--- config.mk ---
export PLATFORM = sky130hd
export DESIGN_NAME = rbs_jobq
export DESIGN_NICKNAME = d
export VERILOG_FILES = /design/src/design/rbs_pkg.sv /design/src/design/rbs_jobq.sv
export SDC_FILE = /design/constraint.sdc
export NUM_CORES = 1
export LEC_CHECK = 0
export BUFFER_PORTS_ARGS = -buffer_cell sky130_fd_sc_hd__buf_2
export CAP_MARGIN = 20
export CORE_ASPECT_RATIO = 1.1
export CORE_MARGIN = 2
export CORE_UTILIZATION = 50
export DETAILED_ROUTE_END_ITERATION = 12
export GPL_TIMING_DRIVEN = 0
export PLACE_DENSITY = 0.72
export REMOVE_ABC_BUFFERS = 1
export SLEW_MARGIN = 10
export SYNTH_ARGS = -nofsm -noshare
export SYNTH_HDL_FRONTEND = slang
export SYNTH_SLANG_ARGS = --single-unit
--- constraint.sdc ---
create_clock -name clk -period 8.1 [get_ports clk]
set_clock_uncertainty 0.15 [all_clocks]
set_input_delay 0.405 -clock clk [delete_from_list [all_inputs] [get_ports clk]]
set_output_delay 0.405 -clock clk [all_outputs]
set_load 0.1 [all_outputs]
--- src/design/rbs_pkg.sv ---
// ----------------------------------------------------------------------------
// rbs_pkg: shared types and constants of the running bout segmenter
// Field widths, register indexes, queue sizes and the request types that pass
// between the classifier front end and the judging back end.
// ----------------------------------------------------------------------------
package rbs_pkg;

  localparam int SPEED_W = 16;
  localparam int POS_W   = 16;
  localparam int TIME_W  = 32;
  localparam int TAG_W   = 16;
  localparam int LEN_W   = 16;
  localparam int THR_W   = 16;

  localparam int DIFF_W = POS_W + 1;
  localparam int SQ_W   = 2 * POS_W;
  localparam int D2_W   = SQ_W + 1;
  localparam int SCALE_W = 20;
  localparam int LHS_W  = D2_W + SCALE_W;
  localparam int RATE_W = THR_W + TIME_W;
  localparam int RLIM_W = 28;
  localparam int RR_W   = 2 * RLIM_W;

  localparam logic [SCALE_W-1:0] USEC_SQ    = SCALE_W'(1000000);
  localparam logic [RATE_W-1:0]  RATE_LIMIT = RATE_W'(1) << (RLIM_W - 1);

  localparam int CFG_ADDR_W = 2;
  localparam int CFG_DATA_W = 32;
  localparam logic [CFG_ADDR_W-1:0] REG_MIN_VELOCITY = CFG_ADDR_W'(0);
  localparam logic [CFG_ADDR_W-1:0] REG_MEAN_RATE    = CFG_ADDR_W'(1);
  localparam logic [CFG_ADDR_W-1:0] REG_MIN_DURATION = CFG_ADDR_W'(2);

  localparam int JOBQ_DEPTH = 4;
  localparam int JOBQ_PTR_W = $clog2(JOBQ_DEPTH);
  localparam int JOBQ_CNT_W = JOBQ_PTR_W + 1;

  localparam int OUTQ_DEPTH = 8;
  localparam int OUTQ_PTR_W = $clog2(OUTQ_DEPTH);
  localparam int OUTQ_CNT_W = OUTQ_PTR_W + 1;

  typedef struct packed {
    logic [DIFF_W-1:0] dx;
    logic [DIFF_W-1:0] dy;
    logic [TIME_W-1:0] dur;
    logic [LEN_W-1:0]  len;
    logic              last;
  } job_t;

  typedef struct packed {
    logic v0;
    logic v1;
    job_t j0;
    job_t j1;
  } push_t;

  typedef struct packed {
    logic [LEN_W-1:0] len;
    logic             running;
    logic             last;
  } res_t;

endpackage

--- src/design/rbs_jobq.sv ---
// ----------------------------------------------------------------------------
// rbs_jobq: request queue between front end and back end
// Takes up to two requests per cycle and hands out one per pop, oldest first.
// ----------------------------------------------------------------------------
module rbs_jobq (
  input  logic           clk,
  input  logic           rst_n,
  input  rbs_pkg::push_t push,
  input  logic           pop,
  output rbs_pkg::job_t  head,
  output logic           empty,
  output logic           full
);

  rbs_pkg::job_t                    mem [rbs_pkg::JOBQ_DEPTH];
  logic [rbs_pkg::JOBQ_PTR_W-1:0]   wr_ptr_r, wr_ptr_nxt, rd_ptr_r, rd_ptr_nxt;
  logic [rbs_pkg::JOBQ_CNT_W-1:0]   cnt_r, cnt_nxt;
  logic [rbs_pkg::JOBQ_PTR_W-1:0]   wr_ptr_2nd;
  logic [1:0]                       n_push;

  always_comb begin
    n_push     = 2'(push.v0) + 2'(push.v1);
    wr_ptr_2nd = wr_ptr_r + rbs_pkg::JOBQ_PTR_W'(1);
    wr_ptr_nxt = wr_ptr_r + rbs_pkg::JOBQ_PTR_W'(n_push);
    rd_ptr_nxt = rd_ptr_r + rbs_pkg::JOBQ_PTR_W'(pop);
    cnt_nxt    = cnt_r + rbs_pkg::JOBQ_CNT_W'(n_push) - rbs_pkg::JOBQ_CNT_W'(pop);
    empty      = (cnt_r == '0);
    full       = (cnt_r > rbs_pkg::JOBQ_CNT_W'(rbs_pkg::JOBQ_DEPTH - 2));
    head       = mem[rd_ptr_r];
  end

  always_ff @(posedge clk) begin
    if (!rst_n) begin
      wr_ptr_r <= '0;
      rd_ptr_r <= '0;
      cnt_r    <= '0;
    end else begin
      wr_ptr_r <= wr_ptr_nxt;
      rd_ptr_r <= rd_ptr_nxt;
      cnt_r    <= cnt_nxt;
    end
  end

  always_ff @(posedge clk) begin
    if (push.v0) begin
      mem[wr_ptr_r] <= push.j0;
    end
    if (push.v1) begin
      mem[wr_ptr_2nd] <= push.j1;
    end
  end

endmodule

; ---- Word-level counts from Yosys, hierarchy flattened
; Memories as Yosys holds them, arrays and structs flattened. A register that Yosys moved wholly into a read port is not among the register bits.
; Cells that the tools add are included.
[word_totals]
output_inout_bits = 85
n_memories = 1
mem_bits_rw = 332
input_bits = 171
word_cells = 17
reg_bits = 7
[op_classes]
n_addsub = 6
n_mux = 5
n_reduce_logical = 1
n_lt_le_gt_ge = 1
[memory_table]
columns = name, depth, width, rd, rd_clocked_by_memory_dff, write_ports, line
row1 = mem, 4, 83, 1, 1, 2, rbs_jobq.sv:15  ; rbs_pkg::job_t mem [rbs_pkg::JOBQ_DEPTH];
[op_table]
columns = op, n
row1 = $mux W1, 4
row2 = $add A3 B2 Y3, 1
row3 = $gt A3 B2 Y1 const B, 1
row4 = $logic_not A3 Y1, 1
row5 = $sub A3 B1 Y3, 1
row6 = $add A1 B1 Y2, 1
row7 = $add A2 B1 Y2, 1
row8 = $add A2 B1 Y2 const B, 1
row9 = $add A2 B2 Y2, 1
row10 = $mux W2, 1

; ---- Logic depth before layout (Yosys ltp)
[depth]
ltp_word = 3
depth_mapped = 8
mapped_depth_nobuf = 8

; ---- Worst setup path after synthesis
; Ideal clock, no wire load.
[synth_path]
path_kind = register to register
start = register wr_ptr_r[0] (netlist name)
end = memory mem[0][0] (netlist name), enable pin
required_ps = 7311
stages_incl_launch_ff = 3
arrival_ps = 6340
n_path_buf = 0
path_slack_ps = 972
path_cell_list = dfxtp_1 > nand2b_1 > o21ai_0
[synth_rtl]
columns = element, line
row1 = from (decl), rbs_jobq.sv:16  ; logic [rbs_pkg::JOBQ_PTR_W-1:0] wr_ptr_r, wr_ptr_nxt, rd_ptr_r, rd_ptr_nxt;
row2 = from (signal assigned), rbs_jobq.sv:38  ; wr_ptr_r <= wr_ptr_nxt;
row3 = to (decl), rbs_jobq.sv:15

==> results.py <==
metrics = {
    "grt": {
        "grt_pass1_vias": 9815,
        "grt_overflow": 0,
        "grt_max_degree": 44,
        "antenna_found_initial": 7,
        "grt_pass1_wl_um": 55770,
        "grt_usage_pct": 21.28,
    },
    "synth": {
        "netlist_area_sq_um": 16370,
        "netlist.area_leader.share_pct": 60.88,
        "yosysTopAreaCell": "edfxtp_1",
        "synthDistinctLibCells": 24,
        "synth-seq-cells": 339,
        "netlist_instances": 844,
        "yosysSeqAreaShare_pct": 61.74,
        "avgSynthCellArea_sq_um": 19.40,
        "yosysWarnings": 0,
        "synthTopCellsByArea": "edfxtp_1, mux2_2, mux4_2",
    },
    "worst_setup_path": {
        "critPathLaunchType": "flop",
        "r2r_end": "mem[0][35]$_DFFE_PP_",
        "cp_common_cell": "buf_16",
        "path_max_fanout": 43,
        "cp.arrival_ns": 3.36,
        "r2r_start": "wr_ptr_r[1]$_SDFF_PN0_",
        "end_kind": "flop",
        "required_ns": 8.15,
        "crit_family": "buffers and inverters",
        "cpMaxStageDelayCell": "nand3_4",
        "r2r_setup_slack_ns": 4.79,
        "crit_buf_inv": 4,
        "crit_type": "flop to flop",
        "ff2ff_path_depth": 6,
        "worst_path_largest_cell_delay_ns": 0.76,
        "path_cells": "nand3_4, buf_16, o21ai_4, buf_16, buf_16, buf_12",
        "crit_path_start": "wr_ptr_r[1]$_SDFF_PN0_",
        "worst-path-stages": 6,
        "endpoint": "mem[0][35]$_DFFE_PP_",
    },
    "run": {
        "drv_cap": 0,
    },
    "cells_and_area": {
        "design_area_sq_um": 19880,
        "layout_common_cells": "mux2_2, edfxtp_1, buf_2",
        "area_delta_synth_final_pct": 21.40,
        "nNetsFinal": 1305,
        "fillers": 2401,
        "drive_above_1_share_pct": 66.46,
    },
    "power_and_ir_drop": {
        "ir_worst_vdd_mv": 0.1838,
        "clockPowerShare_pct": 27.9,
        "p_sw_mw": 1.854,
        "p_comb_share_pct": 30.3,
        "p_per_area_nw_per_um2": 275.3,
        "switching_share_pct": 33.88,
        "pwr-share-seq_pct": 41.8,
        "p_int_mw": 3.619,
        "power.leakage_nw": 7.113,
    },
    "drt": {
        "wl_per_cell_um": 22.88,
        "dr.pass1.iters": 4,
        "vias_per_cell": 5.693,
        "vias": 9024,
        "drc": 0,
        "wl_um": 36260,
        "ant_nets": 0,
        "dr.first_iter.drc_count": 535,
    },
    "die": {
        "std_cell_rows": 69,
        "die_h_um": 193.8,
        "start_util_pct": 50.71,
        "core-area_sq_um": 32290,
        "dieArea_sq_um": 34210,
        "die_x_um": 176.5,
        "io_pins": 256,
    },
    "timing": {
        "finalCriticalPeriod_ns": 3.310,
        "finalCritPeriodShare_pct": 40.86,
        "hold-worst-slack_ns": 0.05447,
        "rsz0062_at_grt": "no",
        "drv_slew": 0,
        "hold_violations": 0,
        "slew-limit-headroom_pct": 43.61,
        "max_clock_freq_ghz": 0.3021,
        "setup_viol": 0,
        "worst_pin_slew_ns": 0.8458,
    },
    "clocking": {
        "cts_tree": "yes",
        "cts_htree_levels": 2,
        "cts.sinks": 339,
        "holdBufCountCts": 0,
        "post_cts_buffers": 0,
        "clk_pin_slew_ns": 0.06,
        "cts_buffers": 37,
        "cts_buffer_depth": 3,
        "cts_root_buf": "clkbuf_16",
        "cts_resized": 0,
        "clock_latency_ns": 0.50,
    },
    "placement": {
        "portBuffers": 255,
        "place_hpwl_um": 24040,
        "place_area_sq_um": 18780,
        "gp_congestion": 0.7133,
    },
    "status": {
        "status": "completed",
    },
    "min_path": {
        "hold_class": "primary input to flop",
        "min_path_cells": 2,
    },
}
## stage by stage
step           cells  setup slack (ns)  util, %  total power, mW  setup TNS [ns]
6_report        1585             4.790    61.56            5.473               0
5_1_grt         1581             4.637    61.53            5.665               0
2_1_floorplan    790            -1.155        -            3.590         -182.12
3_5_place_dp    1514             4.773    58.17            3.997               0
3_3_place_gp    1471            -14.52    55.20            4.005        -2350.79
4_1_cts         1577             4.770    61.50            5.527               0
## power groups by stage
stage | Sequential, mW | Clock, mW | Combinational (mW)
after CTS | 2.29 | 1.56 | 1.68
after global placement | 2.43 | 0 | 1.57
after global routing | 2.31 | 1.63 | 1.73
after floorplan | 2.35 | 0 | 1.23
final | 2.29 | 1.53 | 1.66
after detailed placement | 2.33 | 0 | 1.67
## cell usage after synthesis, drive strengths merged
library cell  number
nor3               1
buf               51
inv                7
fa                 1
ha                 6
clkbuf             3
mux2             332
nand3              1
nand3b             2
nand2b             1
nor2               2
o21ai              2
nor2b              2
xnor3              2
dfxtp              7
mux4              83
mux2i              1
a21o               1
xor2               1
edfxtp           332
nor3b              1
and2               5
## worst register-to-register path, cell delays in order, from the launching register on
cell     delay [ns]
dfxtp_1        0.63
nand3_4        0.76
buf_16         0.50
o21ai_4        0.32
buf_16         0.25
buf_16         0.18
buf_12         0.20
## metal layers
metal | vias to the layer above | routed length, um | global-route usage, %
met5 | - | 12 | 0
met4 | 2 | 824 | 5.571
met3 | 63 | 2306 | 4.941
met1 | 4628 | 15260 | 28.03
met2 | 255 | 17860 | 35.66
li1 | 4076 | - | -
## state kept, by name, indices dropped and copies added (netlist names)
| name | cells |
|---|---|
| mem | 332 |
| cnt_r | 3 |
| rd_ptr_r | 2 |
| wr_ptr_r | 2 |
## worst min-delay path by stage
| stage | startpoint | endpoint | slack [ns] |
|---|---|---|---|
| CTS | rst_n | wr_ptr_r[0]$_SDFF_PN0_ | 0.03 |
| finish | rst_n | wr_ptr_r[0]$_SDFF_PN0_ | 0.05 |
| floorplan | rst_n | cnt_r[0]$_SDFF_PN0_ | 0.38 |
| detailed placement | cnt_r[0]$_SDFF_PN0_ | cnt_r[0]$_SDFF_PN0_ | 0.45 |
| global route | rst_n | rd_ptr_r[0]$_SDFF_PN0_ | 0.06 |
| global placement | cnt_r[0]$_SDFF_PN0_ | cnt_r[0]$_SDFF_PN0_ | 0.45 |
## cell families after synthesis
| family | count (synthesis) | synth area share [%] |
|---|---|---|
| adder cells (fa/ha/maj) | 7 | 0.5807 |
| AO/OA/AOI/OAI | 3 | 0.1070 |
| buffers and inverters | 61 | 2.353 |
| multiplexers | 416 | 34.31 |
| flip-flops | 339 | 61.74 |
| XOR/XNOR | 3 | 0.3286 |
| AND/OR/NAND/NOR | 15 | 0.5807 |
## final cells by class
cell class	instances	area, sq um	area share (%)
Antenna cell	8	20.02	0.1007
Clock buffer	52	1025	5.155
Clock inverter	11	51.30	0.2581
Inverter	7	26.28	0.1322
Multi-Input combinational cell	444	5936	29.86
Sequential cell	339	10120	50.90
Tap cell	426	533.0	2.681
Timing Repair Buffer	298	2170	10.91
(Power assumes the default switching activity.)
