File: src/design/rbs_pkg.sv
// ----------------------------------------------------------------------------
// rbs_pkg: shared types and constants of the running bout segmenter
// Field widths, register indexes, queue sizes and the request types that pass
// between the classifier front end and the judging back end.
// ----------------------------------------------------------------------------
package rbs_pkg;

  localparam int SPEED_W = 16;
  localparam int POS_W   = 16;
  localparam int TIME_W  = 32;
  localparam int TAG_W   = 16;
  localparam int LEN_W   = 16;
  localparam int THR_W   = 16;

  localparam int DIFF_W = POS_W + 1;
  localparam int SQ_W   = 2 * POS_W;
  localparam int D2_W   = SQ_W + 1;
  localparam int SCALE_W = 20;
  localparam int LHS_W  = D2_W + SCALE_W;
  localparam int RATE_W = THR_W + TIME_W;
  localparam int RLIM_W = 28;
  localparam int RR_W   = 2 * RLIM_W;

  localparam logic [SCALE_W-1:0] USEC_SQ    = SCALE_W'(1000000);
  localparam logic [RATE_W-1:0]  RATE_LIMIT = RATE_W'(1) << (RLIM_W - 1);

  localparam int CFG_ADDR_W = 2;
  localparam int CFG_DATA_W = 32;
  localparam logic [CFG_ADDR_W-1:0] REG_MIN_VELOCITY = CFG_ADDR_W'(0);
  localparam logic [CFG_ADDR_W-1:0] REG_MEAN_RATE    = CFG_ADDR_W'(1);
  localparam logic [CFG_ADDR_W-1:0] REG_MIN_DURATION = CFG_ADDR_W'(2);

  localparam int JOBQ_DEPTH = 4;
  localparam int JOBQ_PTR_W = $clog2(JOBQ_DEPTH);
  localparam int JOBQ_CNT_W = JOBQ_PTR_W + 1;

  localparam int OUTQ_DEPTH = 8;
  localparam int OUTQ_PTR_W = $clog2(OUTQ_DEPTH);
  localparam int OUTQ_CNT_W = OUTQ_PTR_W + 1;

  typedef struct packed {
    logic [DIFF_W-1:0] dx;
    logic [DIFF_W-1:0] dy;
    logic [TIME_W-1:0] dur;
    logic [LEN_W-1:0]  len;
    logic              last;
  } job_t;

  typedef struct packed {
    logic v0;
    logic v1;
    job_t j0;
    job_t j1;
  } push_t;

  typedef struct packed {
    logic [LEN_W-1:0] len;
    logic             running;
    logic             last;
  } res_t;

endpackage

File: src/design/rbs_front.sv
// ----------------------------------------------------------------------------
// rbs_front: sample classifier
// Tracks the open segment and turns each accepted sample into zero, one or two
// judging requests, in the order in which the segments close.
// ----------------------------------------------------------------------------
module rbs_front (
  input  logic                              clk,
  input  logic                              rst_n,
  input  logic                              accept,
  input  logic [rbs_pkg::SPEED_W-1:0]       speed,
  input  logic [rbs_pkg::POS_W-1:0]         pos_x,
  input  logic [rbs_pkg::POS_W-1:0]         pos_y,
  input  logic [rbs_pkg::TIME_W-1:0]        time_ms,
  input  logic [rbs_pkg::TAG_W-1:0]         trial_tag,
  input  logic                              end_of_data,
  input  logic [rbs_pkg::SPEED_W-1:0]       min_velocity,
  output rbs_pkg::push_t                    push
);

  logic                         open_r, open_nxt;
  logic [rbs_pkg::POS_W-1:0]    sx_r, sx_nxt, sy_r, sy_nxt, ex_r, ex_nxt, ey_r, ey_nxt;
  logic [rbs_pkg::TIME_W-1:0]   st_r, st_nxt, et_r, et_nxt;
  logic [rbs_pkg::TAG_W-1:0]    trial_r, trial_nxt;
  logic [rbs_pkg::LEN_W-1:0]    cnt_r, cnt_nxt;
  logic                         fast, joins, close_old, lone, flush, has_second, open_run;
  rbs_pkg::job_t                job_old, job_second;

  function automatic rbs_pkg::job_t make_job(
    input logic [rbs_pkg::POS_W-1:0]  sx,
    input logic [rbs_pkg::POS_W-1:0]  sy,
    input logic [rbs_pkg::TIME_W-1:0] st,
    input logic [rbs_pkg::POS_W-1:0]  ex,
    input logic [rbs_pkg::POS_W-1:0]  ey,
    input logic [rbs_pkg::TIME_W-1:0] et,
    input logic [rbs_pkg::LEN_W-1:0]  len,
    input logic                       last
  );
    rbs_pkg::job_t j;
    j.dx   = {ex[rbs_pkg::POS_W-1], ex} - {sx[rbs_pkg::POS_W-1], sx};
    j.dy   = {ey[rbs_pkg::POS_W-1], ey} - {sy[rbs_pkg::POS_W-1], sy};
    j.dur  = (et > st) ? et - st : rbs_pkg::TIME_W'(1);
    j.len  = len;
    j.last = last;
    return j;
  endfunction

  always_comb begin
    fast      = speed >= min_velocity;
    joins     = open_r && fast && (trial_tag == trial_r);
    open_run  = open_r;
    sx_nxt    = sx_r;
    sy_nxt    = sy_r;
    st_nxt    = st_r;
    ex_nxt    = ex_r;
    ey_nxt    = ey_r;
    et_nxt    = et_r;
    trial_nxt = trial_r;
    cnt_nxt   = cnt_r;
    close_old = 1'b0;
    lone      = 1'b0;
    if (joins) begin
      cnt_nxt = (cnt_r == '1) ? cnt_r : cnt_r + rbs_pkg::LEN_W'(1);
      ex_nxt  = pos_x;
      ey_nxt  = pos_y;
      et_nxt  = time_ms;
    end else begin
      close_old = open_r;
      if (fast) begin
        open_run  = 1'b1;
        sx_nxt    = pos_x;
        sy_nxt    = pos_y;
        st_nxt    = time_ms;
        ex_nxt    = pos_x;
        ey_nxt    = pos_y;
        et_nxt    = time_ms;
        trial_nxt = trial_tag;
        cnt_nxt   = rbs_pkg::LEN_W'(1);
      end else begin
        open_run = 1'b0;
        lone     = 1'b1;
      end
    end
    flush      = end_of_data && open_run;
    open_nxt   = open_run && !end_of_data;
    has_second = lone || flush;
    job_old    = make_job(sx_r, sy_r, st_r, ex_r, ey_r, et_r, cnt_r, !has_second);
    if (lone) begin
      job_second = make_job(pos_x, pos_y, time_ms, pos_x, pos_y, time_ms,
                            rbs_pkg::LEN_W'(1), 1'b1);
    end else begin
      job_second = make_job(sx_nxt, sy_nxt, st_nxt, ex_nxt, ey_nxt, et_nxt, cnt_nxt, 1'b1);
    end
    push.v0 = accept && (close_old || has_second);
    push.v1 = accept && close_old && has_second;
    push.j0 = close_old ? job_old : job_second;
    push.j1 = job_second;
  end

  always_ff @(posedge clk) begin
    if (!rst_n) begin
      open_r <= 1'b0;
    end else if (accept) begin
      open_r <= open_nxt;
    end
  end

  always_ff @(posedge clk) begin
    if (accept) begin
      sx_r    <= sx_nxt;
      sy_r    <= sy_nxt;
      st_r    <= st_nxt;
      ex_r    <= ex_nxt;
      ey_r    <= ey_nxt;
      et_r    <= et_nxt;
      trial_r <= trial_nxt;
      cnt_r   <= cnt_nxt;
    end
  end

endmodule

File: config.mk
export PLATFORM = sky130hd
export DESIGN_NAME = rbs_front
export DESIGN_NICKNAME = d
export VERILOG_FILES = /design/src/design/rbs_pkg.sv /design/src/design/rbs_front.sv
export SDC_FILE = /design/constraint.sdc
export NUM_CORES = 1
export LEC_CHECK = 0
export BUFFER_PORTS_ARGS = -buffer_cell sky130_fd_sc_hd__buf_2
export CORE_AREA = 8 8 249 155
export CTS_CLUSTER_DIAMETER = 150
export CTS_CLUSTER_SIZE = 25
export DETAILED_ROUTE_END_ITERATION = 12
export DIE_AREA = 0 0 257 163
export PLACE_DENSITY = 0.78
export SLEW_MARGIN = 20
export SYNTH_ARGS = -nofsm -noshare
export SYNTH_HDL_FRONTEND = slang
export SYNTH_SLANG_ARGS = --single-unit
export TNS_END_PERCENT = 100
File: constraint.sdc
create_clock -name clk -period 13.28 [get_ports clk]
set_input_delay 1.328 -clock clk [delete_from_list [all_inputs] [get_ports clk]]
set_output_delay 1.328 -clock clk [all_outputs]
set_load 0.02 [all_outputs]
-- Word level (Yosys, flattened, before mapping)
Index checks and enable logic that the tools add are counted.
- muxes and demuxes: 25
- reductions and logical operators: 12
- multipliers: 0
- magnitude comparators: 4
- div/mod/pow operators: 0
- $add $sub $neg: 10
- eq/ne operators: 2
- bitwise logic cells: 1
- shift operators: 0
- operator list (operator ; count):
    $mux 32 ; 7
    $mux 16 ; 11
    $mux 83 ; 2
    $sub 16x16->17 ; 6
    $gt 32x32->1 ; 3
    $sub 32x32->32 ; 3
    $add 16x1->16 const B ; 1
    $eq 16x16->1 ; 1
    $eq 16x16->1 const B ; 1
    $ge 16x16->1 ; 1
    $logic_and 1x1->1 ; 7
    $mux 1 ; 5
    $reduce_and 3->1 ; 1
    $logic_not 1->1 ; 2
    $logic_or 1x1->1 ; 2
    $not 1->1 ; 1
- register bits after elaboration: 161
- memory bits (read-only): 0
- input port bits: 116
- bits in latches: 0
- bits in writable memories: 0
- memories: 0

-- Logic depth before layout (Yosys ltp)
Gate-level depths: netlist of the first run.
- depth after elaboration: 8
- gate-level depth with buffers: 28

-- Least setup slack after synthesis of the first run
Ideal clock, no wire load.
- path type: input to output
- start point: in min_velocity[7] (netlist bit)
- end point: out push[106] (netlist bit)
- data arrival time: 6.587 ns
- path slack: 5.365 ns
- buffers on the path: 3
- cell stages on the path: 25
- cell sequence: inv_1 > ha_1 > nand2_1 > nor3_4 > a21oi_4 > o21a_4 > buf_2 > nor2_1 > clkbuf_1 > clkbuf_1 > nor2_1 > a21oi_1 > inv_1 > fa_1 > nor2b_1 > o21ai_0 > a21boi_0 > o41ai_1 > or3_4 > a211oi_4 > o21ai_4 > o221ai_4 > o211ai_4 > nor3_1 > a22o_1
- RTL lines (what ; RTL line ; text):
    start, declared ; rbs_front.sv:16 ; input logic [rbs_pkg::SPEED_W-1:0] min_velocity,
    end, declared ; rbs_front.sv:17 ; output rbs_pkg::push_t push

==> results.tsv, run 1 <==
metric	value	unit
whs	0.584	ns
tns	0	ns
clkTransAtPathRegs	0.07	ns
status	complete, no violations	
initial_core_util	44.6	%
gp_congestion	0.950	
cts_inserted_buffers	17	
synth_cells	1923	
min-delay-start	ey_r[12]$_DFFE_PP_	
dpl.hpwl	38900	microns
design.core.area	34700	sq um
grt_start_max_net_pins	72	
p_sw	1.16	mW
hold_path.class	flop to flop	
globalRouteTotalUtil	23.0	%
async_reset_ff_share	0	%
grt_antenna_before_repair	10	
synth_top_flop_cell	edfxtp_1	
die_w	257	microns
rows	53	
startpoint	min_velocity[9]	
dr.pass1.iters	8	
portBuffers	282	
dpl_cell_area	17300	sq um
setup_viol	0	
ys_types	96	
cts-root-buf	clkbuf_16	
timing.final.crit_period	9.13	ns
crit_required	11.95	ns
layout_common_cells	321 x nand2_1, 281 x buf_2, 198 x nor2_1, 193 x inv_1, 160 x edfxtp_1	
comb_power_share	53.8	%
dieArea	41900	sq um
grt_pass1_vias	14400	
crit_path_start_kind	primary input	
swShare	44.4	%
vdd_drop_max	104	uV
layout-drive-gt1-share	17.1	%
cts_sinks	161	
cts_setup_buffers	0	
worstSkewPairLatency	0.44	ns
reg2reg_depth	7	
post_drt_wl_per_cell	19.0	microns
die_h	163	microns
syn_area_per_cell	8.05	sq um
arrival	7.80	ns
cp_max_fo	71	
fin_area	17900	sq um
ctsLongestPathBuffers	2	
hold_viol	0	
fin_skew	0.0127	ns
mostFrequentLayoutCell	nand2_1	
clock_power_share	20.8	%
netlist_area	15500	sq um
clock.fmax	0.110	GHz
cts_tree	built	
num_vias	15100	
antenna_left	0	
drt_iter0_drc	1531	
cts_max_level	4	
fill_cells	3233	
overflow	0	
p_total	2.63	mW
synth-edff-count	160	
postCtsResizedCells	0	
grt_pass1_wl	78200	microns
viasPerCell	5.71	
rr_startpoint	trial_r[2]$_DFFE_PP_	
syn_to_final_growth	15.8	%
cp-end-kind	primary output	
power.leakage	8.78	nW
powerDensity	146	nW/um^2
synth_warnings	0	
slew_viol_final	0	
drc	0	
cellInternalPower	1.46	mW
ys_ff_latch	161	
syn_nets	2181	
relSlewSlack	32.5	%
critical_path_class	primary input to primary output	
timing.final.crit_share	68.7	%
seq_area_frac_synth	31.2	%
routed_wl	50200	microns
worst_hold_path.num_cells	2	
cap_viol_max_count	0	
grt_setup_unrepaired	false	
cts_hold_buffers	0	
nNetsFinal	2422	
worst_pin_slew	1.00	ns
io_pins	284	
p_seq_share	25.4	%
==> final timing paths <==
path	slack, ns	to
worst min-delay path	0.58	ey_r[12]$_DFFE_PP_
worst max register to register	10.20	cnt_r[2]$_DFFE_PP_
worst min register to register	0.58	ey_r[12]$_DFFE_PP_
worst max-delay path	4.15	push[131]
==> stage by stage <==
step	utilization [%]	worst slack [ns]	std cells
final	51.7	4.15	2646
after global routing	51.7	3.67	2645
after CTS	51.7	4.14	2644
after detailed placement	49.8	4.18	2612
after global placement	49.8	4.34	2612
after floorplan	-	5.37	1923
==> flip-flops by register name (all words and copies together), names as in the netlist <==
| signal | count |
|---|---|
| sy_r | 16 |
| et_r | 32 |
| trial_r | 16 |
| st_r | 32 |
| sx_r | 16 |
| open_r | 1 |
| ey_r | 16 |
| ex_r | 16 |
| cnt_r | 16 |
==> power by group through the flow <==
stage / Sequential, mW / Combinational [mW] / Clock (mW)
finish: 0.667 / 1.41 / 0.545
global route: 0.674 / 1.54 / 0.577
CTS: 0.666 / 1.39 / 0.558
detailed placement: 0.677 / 1.38 / 0
global placement: 0.674 / 1.36 / 0
floorplan: 0.665 / 1.00 / 0
==> logic make-up after synthesis <==
logic type	Yosys count	share of synthesized area, %
AOI/OAI and AO/OA	494	21.4
muxes	13	0.914
xor gates and xnor gates	117	6.62
and+or+nand+nor	721	20.9
adders and majority gates	149	12.2
other	1	0.0242
DFF	161	31.2
buffers and inverters	267	6.71
==> synth_stat cells, types with 4 or more instances <==
| master | instances | area share (%) |
|---|---|---|
| a211oi_1 | 9 | 0.44 |
| a21boi_0 | 20 | 0.97 |
| a21o_1 | 58 | 2.8 |
| a21oi_1 | 129 | 4.2 |
| a22o_1 | 6 | 0.34 |
| a22oi_1 | 4 | 0.19 |
| a31oi_1 | 18 | 0.73 |
| and2_1 | 5 | 0.20 |
| and3_1 | 18 | 0.73 |
| and3b_1 | 4 | 0.23 |
| and4_1 | 4 | 0.23 |
| buf_1 | 12 | 0.29 |
| buf_2 | 8 | 0.26 |
| clkbuf_1 | 50 | 1.2 |
| edfxtp_1 | 160 | 31 |
| fa_1 | 6 | 0.78 |
| ha_1 | 136 | 11 |
| inv_1 | 193 | 4.7 |
| maj3_1 | 7 | 0.45 |
| mux2_2 | 5 | 0.36 |
| mux2i_1 | 7 | 0.45 |
| nand2_1 | 322 | 7.8 |
| nand2b_1 | 31 | 1.3 |
| nand3_1 | 22 | 0.71 |
| nand3b_1 | 4 | 0.19 |
| nand4_1 | 13 | 0.53 |
| nor2_1 | 199 | 4.8 |
| nor2b_1 | 26 | 1.1 |
| nor3_1 | 37 | 1.2 |
| nor4_1 | 5 | 0.20 |
| o211ai_1 | 11 | 0.53 |
| o21a_1 | 13 | 0.63 |
| o21ai_0 | 113 | 3.7 |
| o21bai_1 | 8 | 0.39 |
| o22ai_1 | 8 | 0.32 |
| o22ai_2 | 8 | 0.65 |
| o31a_1 | 4 | 0.23 |
| o31ai_1 | 18 | 0.87 |
| o32ai_1 | 12 | 0.68 |
| o41ai_1 | 7 | 0.40 |
| or2_2 | 5 | 0.20 |
| or3_1 | 8 | 0.32 |
| xnor2_1 | 50 | 2.8 |
| xor2_1 | 67 | 3.8 |
==> worst max-delay path, stage by stage <==
cell      delay, ns
buf_2          0.08
inv_1          0.04
ha_1           0.29
a21oi_1        0.07
o21ai_0        0.30
a21boi_2       0.19
o21a_4         0.32
nor2_4         0.34
buf_4          0.71
nor2_1         0.08
a21oi_1        0.19
inv_1          0.11
fa_1           0.47
nor2b_1        0.12
o21ai_0        0.12
a21boi_0       0.34
o41ai_1        0.17
or3_4          0.36
a211oi_4       0.32
o21ai_4        0.14
o221ai_4       0.30
o211ai_4       0.16
nand2b_4       0.34
o32ai_1        0.61
buf_2          0.28
==> cell type report <==
| cell class | instances | area (sq um) | area share (%) |
|---|---|---|---|
| Antenna cell | 2 | 5.00 | 0.0279 |
| Clock inverter | 14 | 205 | 1.14 |
| Multi-Input combinational cell | 1495 | 9630 | 53.7 |
| Timing Repair Buffer | 296 | 1520 | 8.50 |
| Tap cell | 467 | 584 | 3.26 |
| Inverter | 193 | 724 | 4.04 |
| Clock buffer | 18 | 429 | 2.39 |
| Sequential cell | 161 | 4820 | 26.9 |
==> per-layer routing <==
metal	part of all wire (%)	vias up	wire (microns)	GRT usage, %
li1	-	7223	-	-
met1	43	6998	21500	30.2
met2	44	775	22100	36.1
met3	10	95	5220	7.26
met4	2.5	16	1230	6.97
met5	0.21	-	104	0
Note: power is estimated with default switching activity, not from simulation.
==> run 2, diff against run 1 <==
==> constraint.sdc (replaced) <==
create_clock -name clk -period 9.3 [get_ports clk]
set_input_delay 0.93 -clock clk [delete_from_list [all_inputs] [get_ports clk]]
set_output_delay 0.93 -clock clk [all_outputs]
set_load 0.02 [all_outputs]
==> run 2 against run 1 <==
  * Global-route usage rose by 0.39 points
  * Cell count rose by 0.19%
  * Critical path depth fell by 1
  * Die area did not move
  * Clock power rose by 29%
  * Via count rose by 1.4%
  * Clock skew rose by 0.0016 ns
  * Flip-flop and latch count did not move
==> results.tsv, run 2 (synthesis gave the netlist of run 1 again) <==
metric	value	unit
antenna_left	0	
post_drt_wl_per_cell	19.3	microns
num_vias	15300	
portBuffers	282	
top_regs	et_r: 32 flops, st_r: 32 flops	
worstSkewPairLatency	0.44	ns
critical_path_class	primary input to primary output	
fin_area	17900	sq um
met1_usage	31.9	%
hold_path.class	flop to flop	
drc	0	
rr_startpoint	trial_r[2]$_DFFE_PP_	
die_h	163	microns
status	complete, no violations	
cp_max_fo	39	
ctsLongestPathBuffers	2	
gp_congestion	0.985	
reg2reg_slack	6.14	ns
viasPerCell	5.78	
overflow	0	
timing.final.crit_period	7.82	ns
cts_sinks	161	
cp-end-kind	primary output	
cts_hold_buffers	0	
setup_viol	0	
grt_pass1_vias	14300	
layout_common_cells	321 x nand2_1, 281 x buf_2, 198 x nor2_1, 193 x inv_1, 160 x edfxtp_1	
mostFrequentLayoutCell	nand2_1	
fin_skew	0.0143	ns
grt_start_max_net_pins	66	
worst_hold_path.num_cells	2	
rows	53	
timing.final.crit_share	84.1	%
grt_busiest_layer	met2	
clock.fmax	0.128	GHz
reg2reg_depth	7	
clkTransAtPathRegs	0.06	ns
grt_antenna_before_repair	11	
globalRouteTotalUtil	23.4	%
slew_viol_final	0	
postCtsResizedCells	0	
arrival	6.89	ns
design.core.area	34700	sq um
use_met3	6.04	%
cts-root-buf	clkbuf_16	
cap_viol_max_count	0	
timing.rr.end	cnt_r[2]$_DFFE_PP_	
drt_iter0_drc	1716	
met2_usage	35.2	%
vdd_drop_max	130	uV
tns	0	ns
cts_inserted_buffers	17	
grt_setup_unrepaired	false	
die_w	257	microns
hold_viol	0	
power.leakage	8.75	nW
layout-drive-gt1-share	17.2	%
routed_wl	51100	microns
relSlewSlack	31.3	%
crit_path_start_kind	primary input	
crit_required	8.37	ns
worst_pin_slew	1.00	ns
min-delay-start	ey_r[6]$_DFFE_PP_	
dpl_cell_area	17300	sq um
cts_setup_buffers	0	
cts_max_level	4	
io_pins	284	
cts_tree	built	
grt_pass1_wl	79600	microns
initial_core_util	44.6	%
startpoint	speed[13]	
dieArea	41900	sq um
powerDensity	206	nW/um^2
nNetsFinal	2425	
syn_to_final_growth	15.6	%
dpl.hpwl	40200	microns
min_to	ey_r[6]$_DFFE_PP_	
dr.pass1.iters	6	
[run 2: cell types whose count changed in the layout (fill, tap and decap cells not counted), sizes merged]
cell,change
clkinvlp,+4
buf,+3
bufinv,-3
clkinv,-3
diode,+2
clkbuf,+1
inv,+1
[run 2: layer usage]
layer | routed length, microns | vias to the layer above | share of wire (%)
met2 | 22200 | 783 | 43
met5 | 95 | - | 0.19
met3 | 5000 | 108 | 9.8
met4 | 1490 | 14 | 2.9
met1 | 22300 | 7170 | 44
li1 | - | 7239 | -
[run 2: worst max-delay path by stage]
stage                     end  slack [ns]  cells past startpoint
floorplan           push[106]        2.18                     25
global placement    push[164]        1.71                     26
detailed placement  push[125]        1.58                     24
CTS                 push[125]        1.58                     24
global route        push[164]        0.96                     26
finish              push[125]        1.48                     24
[run 2: power by group]
group	leakage (nW)	total, mW	switching (mW)	internal [mW]
Sequential	1.59	0.953	0.0488	0.904
Combinational	6.89	2.03	1.30	0.730
Clock	0.265	0.701	0.320	0.381
[run 2: critical path, stage by stage]
cell	delay, ns
buf_2	0.10
ha_1	0.30
a21oi_1	0.16
o21a_1	0.18
a21boi_2	0.35
o21a_4	0.62
nor2_4	0.27
buf_4	0.29
nor2_1	0.11
a21oi_1	0.06
ha_1	0.35
o21a_1	0.18
o21ai_0	0.09
a21oi_1	0.19
o21ai_0	0.18
a311oi_1	0.32
a211oi_1	0.12
o31ai_1	0.42
nand2_1	0.17
o31ai_4	0.49
o221ai_1	0.24
and3b_1	0.24
o32ai_2	0.24
buf_2	0.25
[run 2: layout make-up]
type / instances / area (sq um)
clock inverters: 13 / 128
inverters: 193 / 724
clock buffers: 19 / 443
fillers: 3287 / 16800
flip-flops and latches: 161 / 4820
diodes: 4 / 10.0
multi-input cells: 1495 / 9630
repair buffers: 299 / 1550
well taps: 467 / 584
[run 2: per-stage QoR]
stage	hold WS (ns)	power, mW	cells	setup slack, ns	util, %
after floorplan	0.529	2.38	1923	2.18	-
after global placement	0.560	2.92	2615	1.71	49.9
after detailed placement	0.564	2.95	2615	1.58	49.9
after CTS	0.581	3.67	2647	1.58	51.5
after global routing	0.602	3.91	2649	0.962	51.6
final	0.580	3.69	2651	1.48	51.6
==> run 3, diff against run 2 <==
==> constraint.sdc (replaced) <==
create_clock -name clk -period 7.9 [get_ports clk]
set_input_delay 0.79 -clock clk [delete_from_list [all_inputs] [get_ports clk]]
set_output_delay 0.79 -clock clk [all_outputs]
set_load 0.02 [all_outputs]
==> run 3 against run 2 <==
  * Flip-flop and latch count unchanged
  * Clock skew down 0.00078 ns
  * Clock power up 17%
  * Highest routed layer unchanged
  * Sequential power up 18%
  * Global-route usage down 0.10 points
  * Non-clock buffer count up 2
  * Cell count about the same
==> results.tsv, run 3 (synthesis gave the netlist of run 1 again) <==
metric	value	unit
grt_setup_unrepaired	false	
post_drt_wl_per_cell	19.3	microns
timing.final.crit_period	7.30	ns
drt_iter0_drc	1492	
top_regs	et_r: 32 flops, st_r: 32 flops	
status	complete, no violations	
timing.final.crit_share	92.3	%
grt_pass1_vias	14700	
die_h	163	microns
dr.pass1.iters	5	
setup_viol	0	
portBuffers	282	
worstSkewPairLatency	0.45	ns
routed_wl	51200	microns
p_total	4.34	mW
design.core.area	34700	sq um
arrival	6.51	ns
cts-root-buf	clkbuf_16	
clock.fmax	0.137	GHz
mostFrequentLayoutCell	nand2_1	
cts_inserted_buffers	17	
cts_max_level	4	
crit_path_start_kind	primary input	
overflow	0	
layout_common_cells	321 x nand2_1, 281 x buf_2, 198 x nor2_1, 193 x inv_1, 160 x edfxtp_1	
cp_max_fo	25	
grt_start_max_net_pins	72	
rows	53	
clkTransAtPathRegs	0.06	ns
cellInternalPower	2.39	mW
drc	0	
p_seq_share	25.9	%
tns	0	ns
crit_required	7.11	ns
clock_power_share	18.8	%
slew_viol_final	0	
cts_sinks	161	
fin_skew	0.0135	ns
antenna_left	0	
comb_power_share	55.3	%
die_w	257	microns
worst_pin_slew	0.987	ns
grt_antenna_before_repair	7	
io_pins	284	
gp_congestion	0.970	
cts_tree	built	
ctsLongestPathBuffers	2	
cp_slowest_cell	a2111oi_0	
cp-end-kind	primary output	
cts_setup_buffers	0	
powerDensity	242	nW/um^2
globalRouteTotalUtil	23.3	%
grt_pass1_wl	79300	microns
relSlewSlack	34.2	%
nNetsFinal	2427	
dpl.hpwl	40000	microns
cpLargestDelayFamily	compound AO/OA/AOI/OAI gates	
syn_to_final_growth	15.8	%
critical_path_class	primary input to primary output	
num_vias	15200	
worstPathBufferInverterCount	5	
cap_viol_max_count	0	
cts_hold_buffers	0	
layout-drive-gt1-share	17.1	%
power.leakage	8.77	nW
swShare	44.9	%
viasPerCell	5.75	
initial_core_util	44.6	%
cpPeakStageDelay	0.80	ns
hold_viol	0	
p_sw	1.95	mW
dieArea	41900	sq um
postCtsResizedCells	0	
crit_path_frequent_cell	nand2_1	
vdd_drop_max	172	uV
hold_path.class	primary input to flop	
run 3: changes by cell type in the layout (fill, tap and decap cells not counted), sizes merged:
cell	delta
buf	+2
bufinv	+1
clkinv	+5
clkinvlp	-2
diode	+1
inv	-5
run 3: cell type report:
class	instances	area, sq um
fill	3289	16800
clock buffer	19	433
clock inverter	12	119
inverter	193	724
tap	467	584
antenna	5	12.5
timing repair buffer	301	1600
multi-input combinational	1495	9630
sequential	161	4820
run 3: worst reg2reg max path, delay by kind of cell, from the launching register on:
kind	cells	cell delay, ns
simple gates	6	2.06
flops	1	0.39
buf+inv	1	0.24
xor+xnor	1	0.19
run 3: layer usage:
| metal | vias up | global-route usage, % | share of wire (%) | routed length (microns) |
|---|---|---|---|---|
| li1 | 7235 | - | - | - |
| met1 | 7137 | 30.8 | 43 | 22100 |
| met2 | 768 | 36.9 | 44 | 22500 |
| met3 | 98 | 5.79 | 9.5 | 4860 |
| met4 | 8 | 8.10 | 3.2 | 1640 |
| met5 | - | 0 | 0.082 | 42 |
run 3: path summary, 6_finish.rpt:
path	cells after the start	slack [ns]	startpoint	to
hold / removal	1	0.55	trial_tag[12]	trial_r[12]$_DFFE_PP_
setup / recovery	27	0.60	min_velocity[15]	push[148]
setup reg to reg	8	4.89	trial_r[2]$_DFFE_PP_	cnt_r[2]$_DFFE_PP_
hold reg to reg	2	0.58	ey_r[2]$_DFFE_PP_	ey_r[2]$_DFFE_PP_
run 3: metrics by stage:
step	hold WS (ns)	utilization, %	worst slack [ns]	cell area (sq um)	cells
after global routing	0.525	51.7	0.250	17900	2650
after global placement	0.556	50.1	0.990	17400	2617
after detailed placement	0.564	50.1	0.702	17400	2617
after floorplan	0.529	-	1.06	15500	1923
after CTS	0.522	51.6	0.688	17900	2648
final	0.549	51.7	0.605	17900	2653
run 3: power groups by stage:
stage | logic (mW) | clock network, mW | registers [mW]
final | 2.40 | 0.817 | 1.12
after global routing | 2.60 | 0.867 | 1.13
after global placement | 2.30 | 0 | 1.13
after CTS | 2.37 | 0.834 | 1.12
after floorplan | 1.68 | 0 | 1.12
after detailed placement | 2.35 | 0 | 1.14
